File: config.mk
export PLATFORM = sky130hd
export DESIGN_NAME = fsi_ctrl
export DESIGN_NICKNAME = d
export VERILOG_FILES = /design/src/rtl/core/fsi_pkg.sv /design/src/rtl/core/fsi_ctrl.sv
export VERILOG_INCLUDE_DIRS = /design/src /design/src/rtl/core
export SDC_FILE = /design/constraint.sdc
export NUM_CORES = 1
export LEC_CHECK = 0
export BUFFER_PORTS_ARGS = -buffer_cell sky130_fd_sc_hd__buf_2
export CAP_MARGIN = 20
export CORE_ASPECT_RATIO = 0.8
export CORE_UTILIZATION = 60
export DETAILED_ROUTE_END_ITERATION = 10
export GPL_TIMING_DRIVEN = 0
export MAX_ROUTING_LAYER = met4
export PLACE_DENSITY = 0.93
export SLEW_MARGIN = 20
export SYNTH_ARGS = -nofsm -noshare
export SYNTH_HDL_FRONTEND = slang
export SYNTH_SLANG_ARGS = --single-unit
File: constraint.sdc
create_clock -name clk -period 5.58 [get_ports clk]
set_input_delay 0.837 -clock clk [delete_from_list [all_inputs] [get_ports clk]]
set_output_delay 0.837 -clock clk [all_outputs]
set_load 0.02 [all_outputs]
File: src/rtl/core/fractional_sample_interpolation_top_defines.svh
// Assertion macros shared by the interpolation filter RTL.
// The macros expect signals named clk and arst_n in the module that uses them.
`ifndef FRACTIONAL_SAMPLE_INTERPOLATION_TOP_DEFINES_SVH
`define FRACTIONAL_SAMPLE_INTERPOLATION_TOP_DEFINES_SVH

// The consequent must hold in the same cycle as the antecedent.
`define FSI_ASSERT_IMP(lbl, ante, cons, msg) \
	lbl: assert property (@(posedge clk) disable iff (!arst_n) (ante) |-> (cons)) \
		else $error(msg);

// The consequent must hold in the cycle after the antecedent.
`define FSI_ASSERT_NXT(lbl, ante, cons, msg) \
	lbl: assert property (@(posedge clk) disable iff (!arst_n) (ante) |=> (cons)) \
		else $error(msg);

`endif

File: src/rtl/core/fsi_pkg.sv
`timescale 1ns / 1ps

package fsi_pkg;

	// Request operation codes.
	localparam logic OP_START  = 1'b0;
	localparam logic OP_SAMPLE = 1'b1;

	// Component codes.
	localparam logic COMP_LUMA   = 1'b0;
	localparam logic COMP_CHROMA = 1'b1;

	// Configuration register indexes and port widths.
	localparam int CFG_IDX_W  = 1;
	localparam int CFG_DATA_W = 4;
	localparam logic [CFG_IDX_W-1:0] CFG_LUMA_DEPTH   = 1'b0;
	localparam logic [CFG_IDX_W-1:0] CFG_CHROMA_DEPTH = 1'b1;

	// Bit depth limits and reset value.
	localparam logic [CFG_DATA_W-1:0] DEPTH_MIN   = 4'd8;
	localparam logic [CFG_DATA_W-1:0] DEPTH_MAX   = 4'd12;
	localparam logic [CFG_DATA_W-1:0] DEPTH_RESET = 4'd8;

	// Field widths fixed by the request and result formats.
	localparam int SIZE_W  = 7;
	localparam int PHASE_W = 3;
	localparam int PRED_W  = 16;
	localparam int COEF_W  = 8;
	localparam int TAPS    = 8;
	localparam int LINE_SLOTS = 7;
	localparam int PRED_MAX = 32767;
	localparam int PRED_MIN = -32768;
	localparam int V_SHIFT  = 6;

	typedef logic signed [COEF_W-1:0] coef_t;

	localparam coef_t LUMA_COEF [4][8] = '{
		'{ 8'sd0,  8'sd0,  8'sd0,   8'sd64, 8'sd0,   8'sd0,   8'sd0,  8'sd0 },
		'{-8'sd1,  8'sd4, -8'sd10,  8'sd58, 8'sd17, -8'sd5,   8'sd1,  8'sd0 },
		'{-8'sd1,  8'sd4, -8'sd11,  8'sd40, 8'sd40, -8'sd11,  8'sd4, -8'sd1 },
		'{ 8'sd0,  8'sd1, -8'sd5,   8'sd17, 8'sd58, -8'sd10,  8'sd4, -8'sd1 }
	};

	localparam coef_t CHROMA_COEF [8][4] = '{
		'{ 8'sd0, 8'sd64, 8'sd0,   8'sd0 },
		'{-8'sd2, 8'sd58, 8'sd10, -8'sd2 },
		'{-8'sd4, 8'sd54, 8'sd16, -8'sd2 },
		'{-8'sd6, 8'sd46, 8'sd28, -8'sd4 },
		'{-8'sd4, 8'sd36, 8'sd36, -8'sd4 },
		'{-8'sd4, 8'sd28, 8'sd46, -8'sd6 },
		'{-8'sd2, 8'sd16, 8'sd54, -8'sd4 },
		'{-8'sd2, 8'sd10, 8'sd58, -8'sd2 }
	};

	// Commands from the controller to the datapath.
	typedef struct packed {
		logic tap_shift;
		logic mem_read;
		logic h_mul;
		logic h_sum;
		logic h_res;
		logic v_mul;
		logic v_sum;
		logic out_load;
		logic out_last;
		logic chroma;
		logic [PHASE_W-1:0] fx;
		logic [PHASE_W-1:0] fy;
		logic [2:0] slot;
	} fsi_cmd_t;

	// Status from the datapath to the controller.
	typedef struct packed {
		logic out_free;
	} fsi_stat_t;

	// Tap k of the eight-tap window; chroma uses only the upper four taps.
	function automatic coef_t coef_at(input logic chroma, input logic [PHASE_W-1:0] phase,
			input logic [2:0] k);
		coef_t c;
		if (chroma) begin
			c = k[2] ? CHROMA_COEF[phase][k[1:0]] : '0;
		end else begin
			c = LUMA_COEF[phase[1:0]][k];
		end
		return c;
	endfunction

	// Horizontal shift from the bit depth, with the depth clamped to 8..12.
	function automatic logic [2:0] shift_for(input logic [CFG_DATA_W-1:0] depth);
		logic [2:0] s;
		if (depth < DEPTH_MIN) begin
			s = 3'd0;
		end else if (depth > DEPTH_MAX) begin
			s = 3'(DEPTH_MAX - DEPTH_MIN);
		end else begin
			s = 3'(depth - DEPTH_MIN);
		end
		return s;
	endfunction

endpackage

File: src/rtl/core/fsi_ctrl.sv
`timescale 1ns / 1ps
`include "fractional_sample_interpolation_top_defines.svh"

module fsi_ctrl #(
	parameter int MAX_BLOCK_WIDTH = 64
) (
	input  logic clk,
	input  logic arst_n,
	input  logic req_valid,
	output logic req_ready,
	input  logic operation,
	input  logic component,
	input  logic [fsi_pkg::PHASE_W-1:0] frac_x,
	input  logic [fsi_pkg::PHASE_W-1:0] frac_y,
	input  logic [fsi_pkg::SIZE_W-1:0] block_width,
	input  logic [fsi_pkg::SIZE_W-1:0] block_height,
	output fsi_pkg::fsi_cmd_t cmd,
	input  fsi_pkg::fsi_stat_t stat,
	output logic [$clog2(MAX_BLOCK_WIDTH)-1:0] mem_addr
);
	import fsi_pkg::*;

	localparam int CW = $clog2(MAX_BLOCK_WIDTH + 7);
	localparam int XW = $clog2(MAX_BLOCK_WIDTH);
	localparam int RW = SIZE_W + 1;

	localparam logic [2:0] ST_IDLE = 3'd0;
	localparam logic [2:0] ST_HMUL = 3'd1;
	localparam logic [2:0] ST_HSUM = 3'd2;
	localparam logic [2:0] ST_HRES = 3'd3;
	localparam logic [2:0] ST_VMUL = 3'd4;
	localparam logic [2:0] ST_VSUM = 3'd5;
	localparam logic [2:0] ST_VOUT = 3'd6;

	logic [2:0] state_q, state_d;
	logic open_q;
	logic chroma_q;
	logic [PHASE_W-1:0] fx_q, fy_q;
	logic [CW-1:0] last_col_q, col_q;
	logic [RW-1:0] last_row_q, row_q;
	logic [2:0] slot_q, item_slot_q;
	logic [XW-1:0] x_q;
	logic emit_v_q, is_last_q;

	logic accept, take_start, take_sample;
	logic [CW-1:0] width_c;
	logic [SIZE_W-1:0] height_c;
	logic [2:0] pad_c;
	logic emit_h_c, emit_v_c, is_last_c;

	assign req_ready = (state_q == ST_IDLE);
	assign accept = req_valid && req_ready;
	assign take_start = accept && operation == OP_START;
	assign take_sample = accept && operation == OP_SAMPLE && open_q;

	// Block size with zero taken as one and the width held to the line length.
	always_comb begin
		if (block_width == '0) begin
			width_c = CW'(1);
		end else if (int'(block_width) > MAX_BLOCK_WIDTH) begin
			width_c = CW'(MAX_BLOCK_WIDTH);
		end else begin
			width_c = CW'(block_width);
		end
		height_c = (block_height == '0) ? SIZE_W'(1) : block_height;
	end

	assign pad_c = chroma_q ? 3'd3 : 3'd7;
	assign emit_h_c = col_q >= CW'(pad_c);
	assign emit_v_c = row_q >= RW'(pad_c);
	assign is_last_c = (col_q == last_col_q) && (row_q == last_row_q);

	always_ff @(posedge clk or negedge arst_n) begin
		if (!arst_n) begin
			state_q <= ST_IDLE;
			open_q <= 1'b0;
			chroma_q <= COMP_LUMA;
			fx_q <= '0;
			fy_q <= '0;
			last_col_q <= '0;
			last_row_q <= '0;
			col_q <= '0;
			row_q <= '0;
			slot_q <= '0;
		end else begin
			state_q <= state_d;
			if (take_start) begin
				open_q <= 1'b1;
				chroma_q <= component;
				fx_q <= frac_x;
				fy_q <= frac_y;
				last_col_q <= width_c + ((component == COMP_CHROMA) ? CW'(2) : CW'(6));
				last_row_q <= RW'(height_c) + ((component == COMP_CHROMA) ? RW'(2) : RW'(6));
				col_q <= '0;
				row_q <= '0;
				slot_q <= '0;
			end else if (take_sample) begin
				if (is_last_c) begin
					open_q <= 1'b0;
				end
				if (col_q == last_col_q) begin
					col_q <= '0;
					row_q <= row_q + RW'(1);
					slot_q <= (slot_q == 3'(LINE_SLOTS - 1)) ? 3'd0 : slot_q + 3'd1;
				end else begin
					col_q <= col_q + CW'(1);
				end
			end
		end
	end

	// Per-item context for the filter sequence.
	always_ff @(posedge clk) begin
		if (take_sample) begin
			x_q <= XW'(col_q - CW'(pad_c));
			item_slot_q <= slot_q;
			emit_v_q <= emit_v_c;
			is_last_q <= is_last_c;
		end
	end

	always_comb begin
		state_d = state_q;
		unique case (state_q)
			ST_IDLE: begin
				if (take_sample && emit_h_c) begin
					state_d = ST_HMUL;
				end
			end
			ST_HMUL: state_d = ST_HSUM;
			ST_HSUM: state_d = ST_HRES;
			ST_HRES: state_d = emit_v_q ? ST_VMUL : ST_IDLE;
			ST_VMUL: state_d = ST_VSUM;
			ST_VSUM: state_d = ST_VOUT;
			ST_VOUT: begin
				if (stat.out_free) begin
					state_d = ST_IDLE;
				end
			end
			default: state_d = ST_IDLE;
		endcase
	end

	always_comb begin
		cmd = '0;
		cmd.tap_shift = take_sample;
		cmd.mem_read = (state_q == ST_HMUL);
		cmd.h_mul = (state_q == ST_HMUL);
		cmd.h_sum = (state_q == ST_HSUM);
		cmd.h_res = (state_q == ST_HRES);
		cmd.v_mul = (state_q == ST_VMUL);
		cmd.v_sum = (state_q == ST_VSUM);
		cmd.out_load = (state_q == ST_VOUT) && stat.out_free;
		cmd.out_last = is_last_q;
		cmd.chroma = chroma_q;
		cmd.fx = fx_q;
		cmd.fy = fy_q;
		cmd.slot = item_slot_q;
	end

	assign mem_addr = x_q;

	`FSI_ASSERT_NXT(a_start_opens, take_start, open_q && col_q == '0 && row_q == '0 && slot_q == '0, "start did not reset the window position")
	`FSI_ASSERT_IMP(a_slot_range, state_q != ST_IDLE, slot_q != 3'd7 && item_slot_q != 3'd7, "line slot out of range")
	`FSI_ASSERT_NXT(a_hmul_seq, state_q == ST_HMUL, state_q == ST_HSUM, "horizontal pass sequence broken")
	`FSI_ASSERT_IMP(a_load_needs_row, cmd.out_load, emit_v_q, "result loaded for a padding row")
	`FSI_ASSERT_NXT(a_last_closes, take_sample && is_last_c, !open_q, "block still open after its last sample")

endmodule

* Yosys cells after proc, flatten, opt, wreduce, memory -nomap -nowiden
Index checks and enable logic that the tools add are counted.
** Storage, ports and cells
- Input port bits :: 26
- Flip-flop bits (word level) :: 55
- Output and inout bits :: 26
- Word-level logic and storage cells :: 74
** Operators by class
- Equal/unequal tests :: 11
- Reduce and logical (&&, ||, !) cells :: 16
- Mux-type cells :: 23
- Bitwise gates (word level) :: 1
- Order comparisons :: 3
- $add $sub $neg :: 6
** Operator list (count)
- $mux W7 :: 6
- $mux W3 :: 10
- $mux W8 :: 3
- $pmux W3 S7 :: 1
- $logic_not A7 Y1 :: 2
- $eq A3 B3 Y1 const B :: 4
- $add A7 B3 Y8 :: 1
- $add A8 B1 Y8 const B :: 1
- $eq A8 B8 Y1 :: 1
- $ge A8 B3 Y1 :: 1
- $add A7 B1 Y7 const B :: 1
- $add A7 B3 Y7 :: 1
- $eq A7 B7 Y1 :: 1
- $ge A7 B3 Y1 :: 1
- $gt A7 B7 Y1 const B :: 1
- $logic_and A1 B1 Y1 :: 7
- $eq A3 B2 Y1 const B :: 2
- $reduce_and A2 Y1 :: 3
- $reduce_bool A2 Y1 :: 3
- $sub A6 B3 Y6 :: 1
- $add A3 B1 Y3 const B :: 1
- $eq A3 B1 Y1 const B :: 1
- $logic_not A3 Y1 :: 1
- $mux W1 :: 3
- 3 further kinds :: 3

* Depth between registers and ports, before layout
- Depth in word-level cells :: 7
- Gate-level depth with buffers :: 8
- Depth with buffers taken out :: 7

* Worst setup path after synthesis
No wires, ideal clock.
- Path type :: input port to output port
- Start point :: input req_valid
- End point :: output cmd[18] (netlist bit)
- Data arrival time :: 1.830 ns
- Required time :: 4.743 ns
- Buffers on the path :: 1
- Stages :: 5
- Slack :: 2.913 ns
- Cell sequence :: nor4b_4 and2_1 nand2_1 inv_2 buf_4
** On the way
- Cells in the longest elaborated chain, start to end :: 3
** Ends and longest elaborated chain
- start: declaration :: RTL line fsi_ctrl.sv:9 : input logic req_valid,
- $logic_and A1 B1 Y1 :: RTL line fsi_ctrl.sv:52 : assign accept = req_valid && req_ready;
- $logic_and A1 B1 Y1 (2 in a row) :: RTL line fsi_ctrl.sv:54 : assign take_sample = accept && operation == OP_SAMPLE && open_q;
- end: declaration :: RTL line fsi_ctrl.sv:17 : output fsi_pkg::fsi_cmd_t cmd,
No other way between the ends.

* Worst setup path after layout
- Start point :: register state_q[0]
- End point :: output cmd[18] (netlist bit)
** On the way
- Cells in the longest elaborated chain, start to end :: 4
** Ends and longest elaborated chain
- start: declaration :: RTL line fsi_ctrl.sv:35 : logic [2:0] state_q, state_d;
- start signal: assignment :: RTL line fsi_ctrl.sv:86 : state_q <= state_d;
- $logic_not A3 Y1 :: RTL line fsi_ctrl.sv:51 : assign req_ready = (state_q == ST_IDLE);
- $logic_and A1 B1 Y1 :: RTL line fsi_ctrl.sv:52
- $logic_and A1 B1 Y1 (2 in a row) :: RTL line fsi_ctrl.sv:54
No other way between the ends.

==> results.md <==
* Outcome: finished clean
* WP data arrival at 2340 ps
* Area grow syn2layout at 14.9%
* Synthesized net count at 329
* Buffers added on ports at 51
* R2R setup slack at 3310 ps
* Slew Viols, Final at 0
* # resized after CTS at 0
* Slew @ Worst Pin at 645 ps
* Vias in the first global route at 2,249
* HPWL after detailed placement at 4550 um
* FMAX at 315 MHz
* Post-synth EDFFs at 11
* Clock root cell: clkbuf_8
* Vias after detailed routing at 2,367
* Commonest non-fill, non-tap cell in the layout: buf_2
* DRT Wirelength at 6120 um
* Maximum VDD drop at 0.255 mV
* Initial Util at 63.5%
* Die X at 80.7 um
* Post-synth cell types at 44
* Crit path from: state_q[0]
* Wire per inst at 14.7 um
* FP Rows at 22
* Max transition margin at 56.6%
* FFs w/ async S/R, synth at 80.0%
* Clock buffer depth at 2
* Clk sink count at 55
* TritonCTS clock tree: built
* RR Startpoint: state_q[0]
* Overall power at 1.61 mW
* Pleak at 1.49 nW
* Max Cap Viol at 0
* Hold Path Class: input port to asynchronous set/reset pin
* Setup ws final at 2400 ps
* Placement Cell Area at 3300 um^2
* Grt ovf at 0
* Num CTS Buffers at 5
* Largest net degree at the start of global routing at 45
* # IOs at 52
* Vias/cell at 5.70
* Placement Setup Slack at 2450 ps
* H-tree depth at 2
* Core area at 4680 um^2
* FF+latch count, synth at 55
* Pwr dens at 473 nW/um^2
* Min Tclk post-route at 3180 ps
* Cells after synthesis at 295
* Cell taking the most area after synthesis: dfrtp_1
* Period utilisation layout at 57.0%
* Max incr delay on CP at 440 ps
* Final setup vio count at 0
* Startpoint types: flop
* Hold-fix buffers, CTS at 0
* Reg-to-reg endpoint: col_q[3]
* # Post-CTS Setup Buffers at 0
* Avg Cell Area, Syn at 10.1 um^2
* Initial antenna violation count at 0
* CP most frequent cell: buf_2
* Detailed Route Iter0 Violations at 202
* Commonest non-fill, non-tap cells in the layout: 53 x buf_2, 52 x nand2_1, 44 x dfrtp_1
* Seq/Total Area, Yosys at 48.2%
* Area share of the leading cell type in the synthesized netlist at 37.1%
* Worst clock skew at 9.94 ps
* Die area at 5240 um^2
* Type of the worst setup path: flop to primary output
* Detail Route Antenna Nets at 0
* Worst skew pair latency at 310 ps
* Clock transition at path regs at 100 ps
* Pre-antenna DRT Iters at 4
* Fin. Hold Viols at 0
* Crit path to: cmd[18]
* DRC Markers at 0
* Prevailing post-synth register cell: dfrtp_1
* CP max FO at 19
* Post-route cell area at 3410 um^2
* R2R depth at 7
* First-pass GRT wire length at 10,300 um
* Number of diodes at 0
* Layout cell share with drive strength beyond 1 at 22.5%
* Crit path cell chain: buf_2, nor4b_4, and2_1, nand2_1, inv_2, buf_4, buf_2
* Crit end category: primary output
* Synth Cell Area at 2970 um^2
* Nets@finish at 388
* Final setup TNS at 0 ps
* Yosys Warn Count at 0
* Area contributors post-synth: dfrtp_1 37%, edfxtp_1 11%, nand2_1 6.6%
* RSZ-0062 raised after global routing: false
* Slowest cell on crit path: nor4b_4
* Die Span Y at 64.9 um
* Worst EP required at 4740 ps
* GRT Total Usage at 27.0%
* RD Place Congestion at 0.826
[registers in the layout, summed over array words and instances, names as in the netlist]
name and flops:
chroma_q 1, emit_v_q 1, open_q 1, fx_q 3, slot_q 3, state_q 3, col_q 7, last_row_q 8
fy_q 3, mem_addr 6, is_last_q 1, item_slot_q 3, row_q 8, last_col_q 7
[worst max-delay path: cells and delay by family (launching register included)]
family	cells	cell delay (ps)
simple gates	3	840
buf+inv	4	810
flops	1	380
[report_power, final]
part / leakage (nW) / switching, mW / total (mW) / internal [mW]
clock network: 0.0482 / 0.123 / 0.224 / 0.100
logic: 0.774 / 0.407 / 0.705 / 0.298
registers: 0.665 / 0.122 / 0.684 / 0.562
total: 1.49 / 0.652 / 1.61 / 0.960
[Yosys cell counts (3+ instances only)]
| library cell | number |
|---|---|
| xnor2_1 | 20 |
| ha_1 | 6 |
| buf_4 | 4 |
| a32o_1 | 3 |
| inv_1 | 8 |
| o31ai_1 | 6 |
| edfxtp_1 | 11 |
| a211oi_1 | 4 |
| nor2b_1 | 6 |
| nor4_1 | 5 |
| nor3_1 | 8 |
| nor2_1 | 11 |
| nand2_1 | 52 |
| nand3_1 | 9 |
| xnor2_4 | 3 |
| clkbuf_1 | 11 |
| nor3b_1 | 5 |
| nand2b_1 | 5 |
| a21oi_1 | 8 |
| a31oi_1 | 7 |
| buf_6 | 4 |
| xor2_1 | 6 |
| o21ai_0 | 20 |
| nand4_1 | 5 |
| dfrtp_1 | 44 |
[area by class of cell]
type                    count  area [um^2]
plain buffers              21          126
clock buffers               7         86.3
clock inverters             1         5.00
fillers                   336         1270
inverters                   9         33.8
multi-input cells         210         1380
flip-flops and latches     55         1430
well taps                  60         75.1
repair buffers             52          275
[metrics by stage]
| step | cells | hold slack (ps) | utilization [%] |
|---|---|---|---|
| floorplan | 295 | 449 | - |
| global placement | 406 | 454 | 70.5 |
| detailed placement | 406 | 458 | 70.5 |
| CTS | 414 | 481 | 72.5 |
| global route | 415 | 397 | 72.9 |
| finish | 415 | 397 | 72.9 |
[metal layers]
| metal | part of all wire, % | track usage [%] | wire (um) |
|---|---|---|---|
| met4 | 1.1 | 7.14 | 68 |
| met1 | 45 | 36.0 | 2750 |
| met2 | 49 | 42.9 | 3000 |
| met3 | 5.0 | 4.93 | 305 |
| met5 | 0 | - | 0 |
[how the worst min path moves through the flow]
| stage | start | to | slack (ps) |
|---|---|---|---|
| after floorplan | emit_v_q | state_q[2] | 450 |
| after global placement | fy_q[1] | fy_q[1] | 450 |
| after global routing | arst_n | state_q[2] | 400 |
| final | arst_n | state_q[2] | 400 |
| after CTS | fx_q[0] | fx_q[0] | 480 |
| after detailed placement | fx_q[1] | fx_q[1] | 460 |
[cell families (layout without fill, tap and decap cells)]
group	count (synthesis)	in the layout	share of synthesized area (%)
adders and majority gates	8	8	3.88
muxes	1	1	0.337
AOI/OAI and AO/OA	55	55	11.7
buffers and inverters	30	90	5.39
DFF	55	55	48.2
xor gates and xnor gates	29	29	10.4
and+or+nand+nor	117	117	20.1
Power figures use the tool's default switching activity.
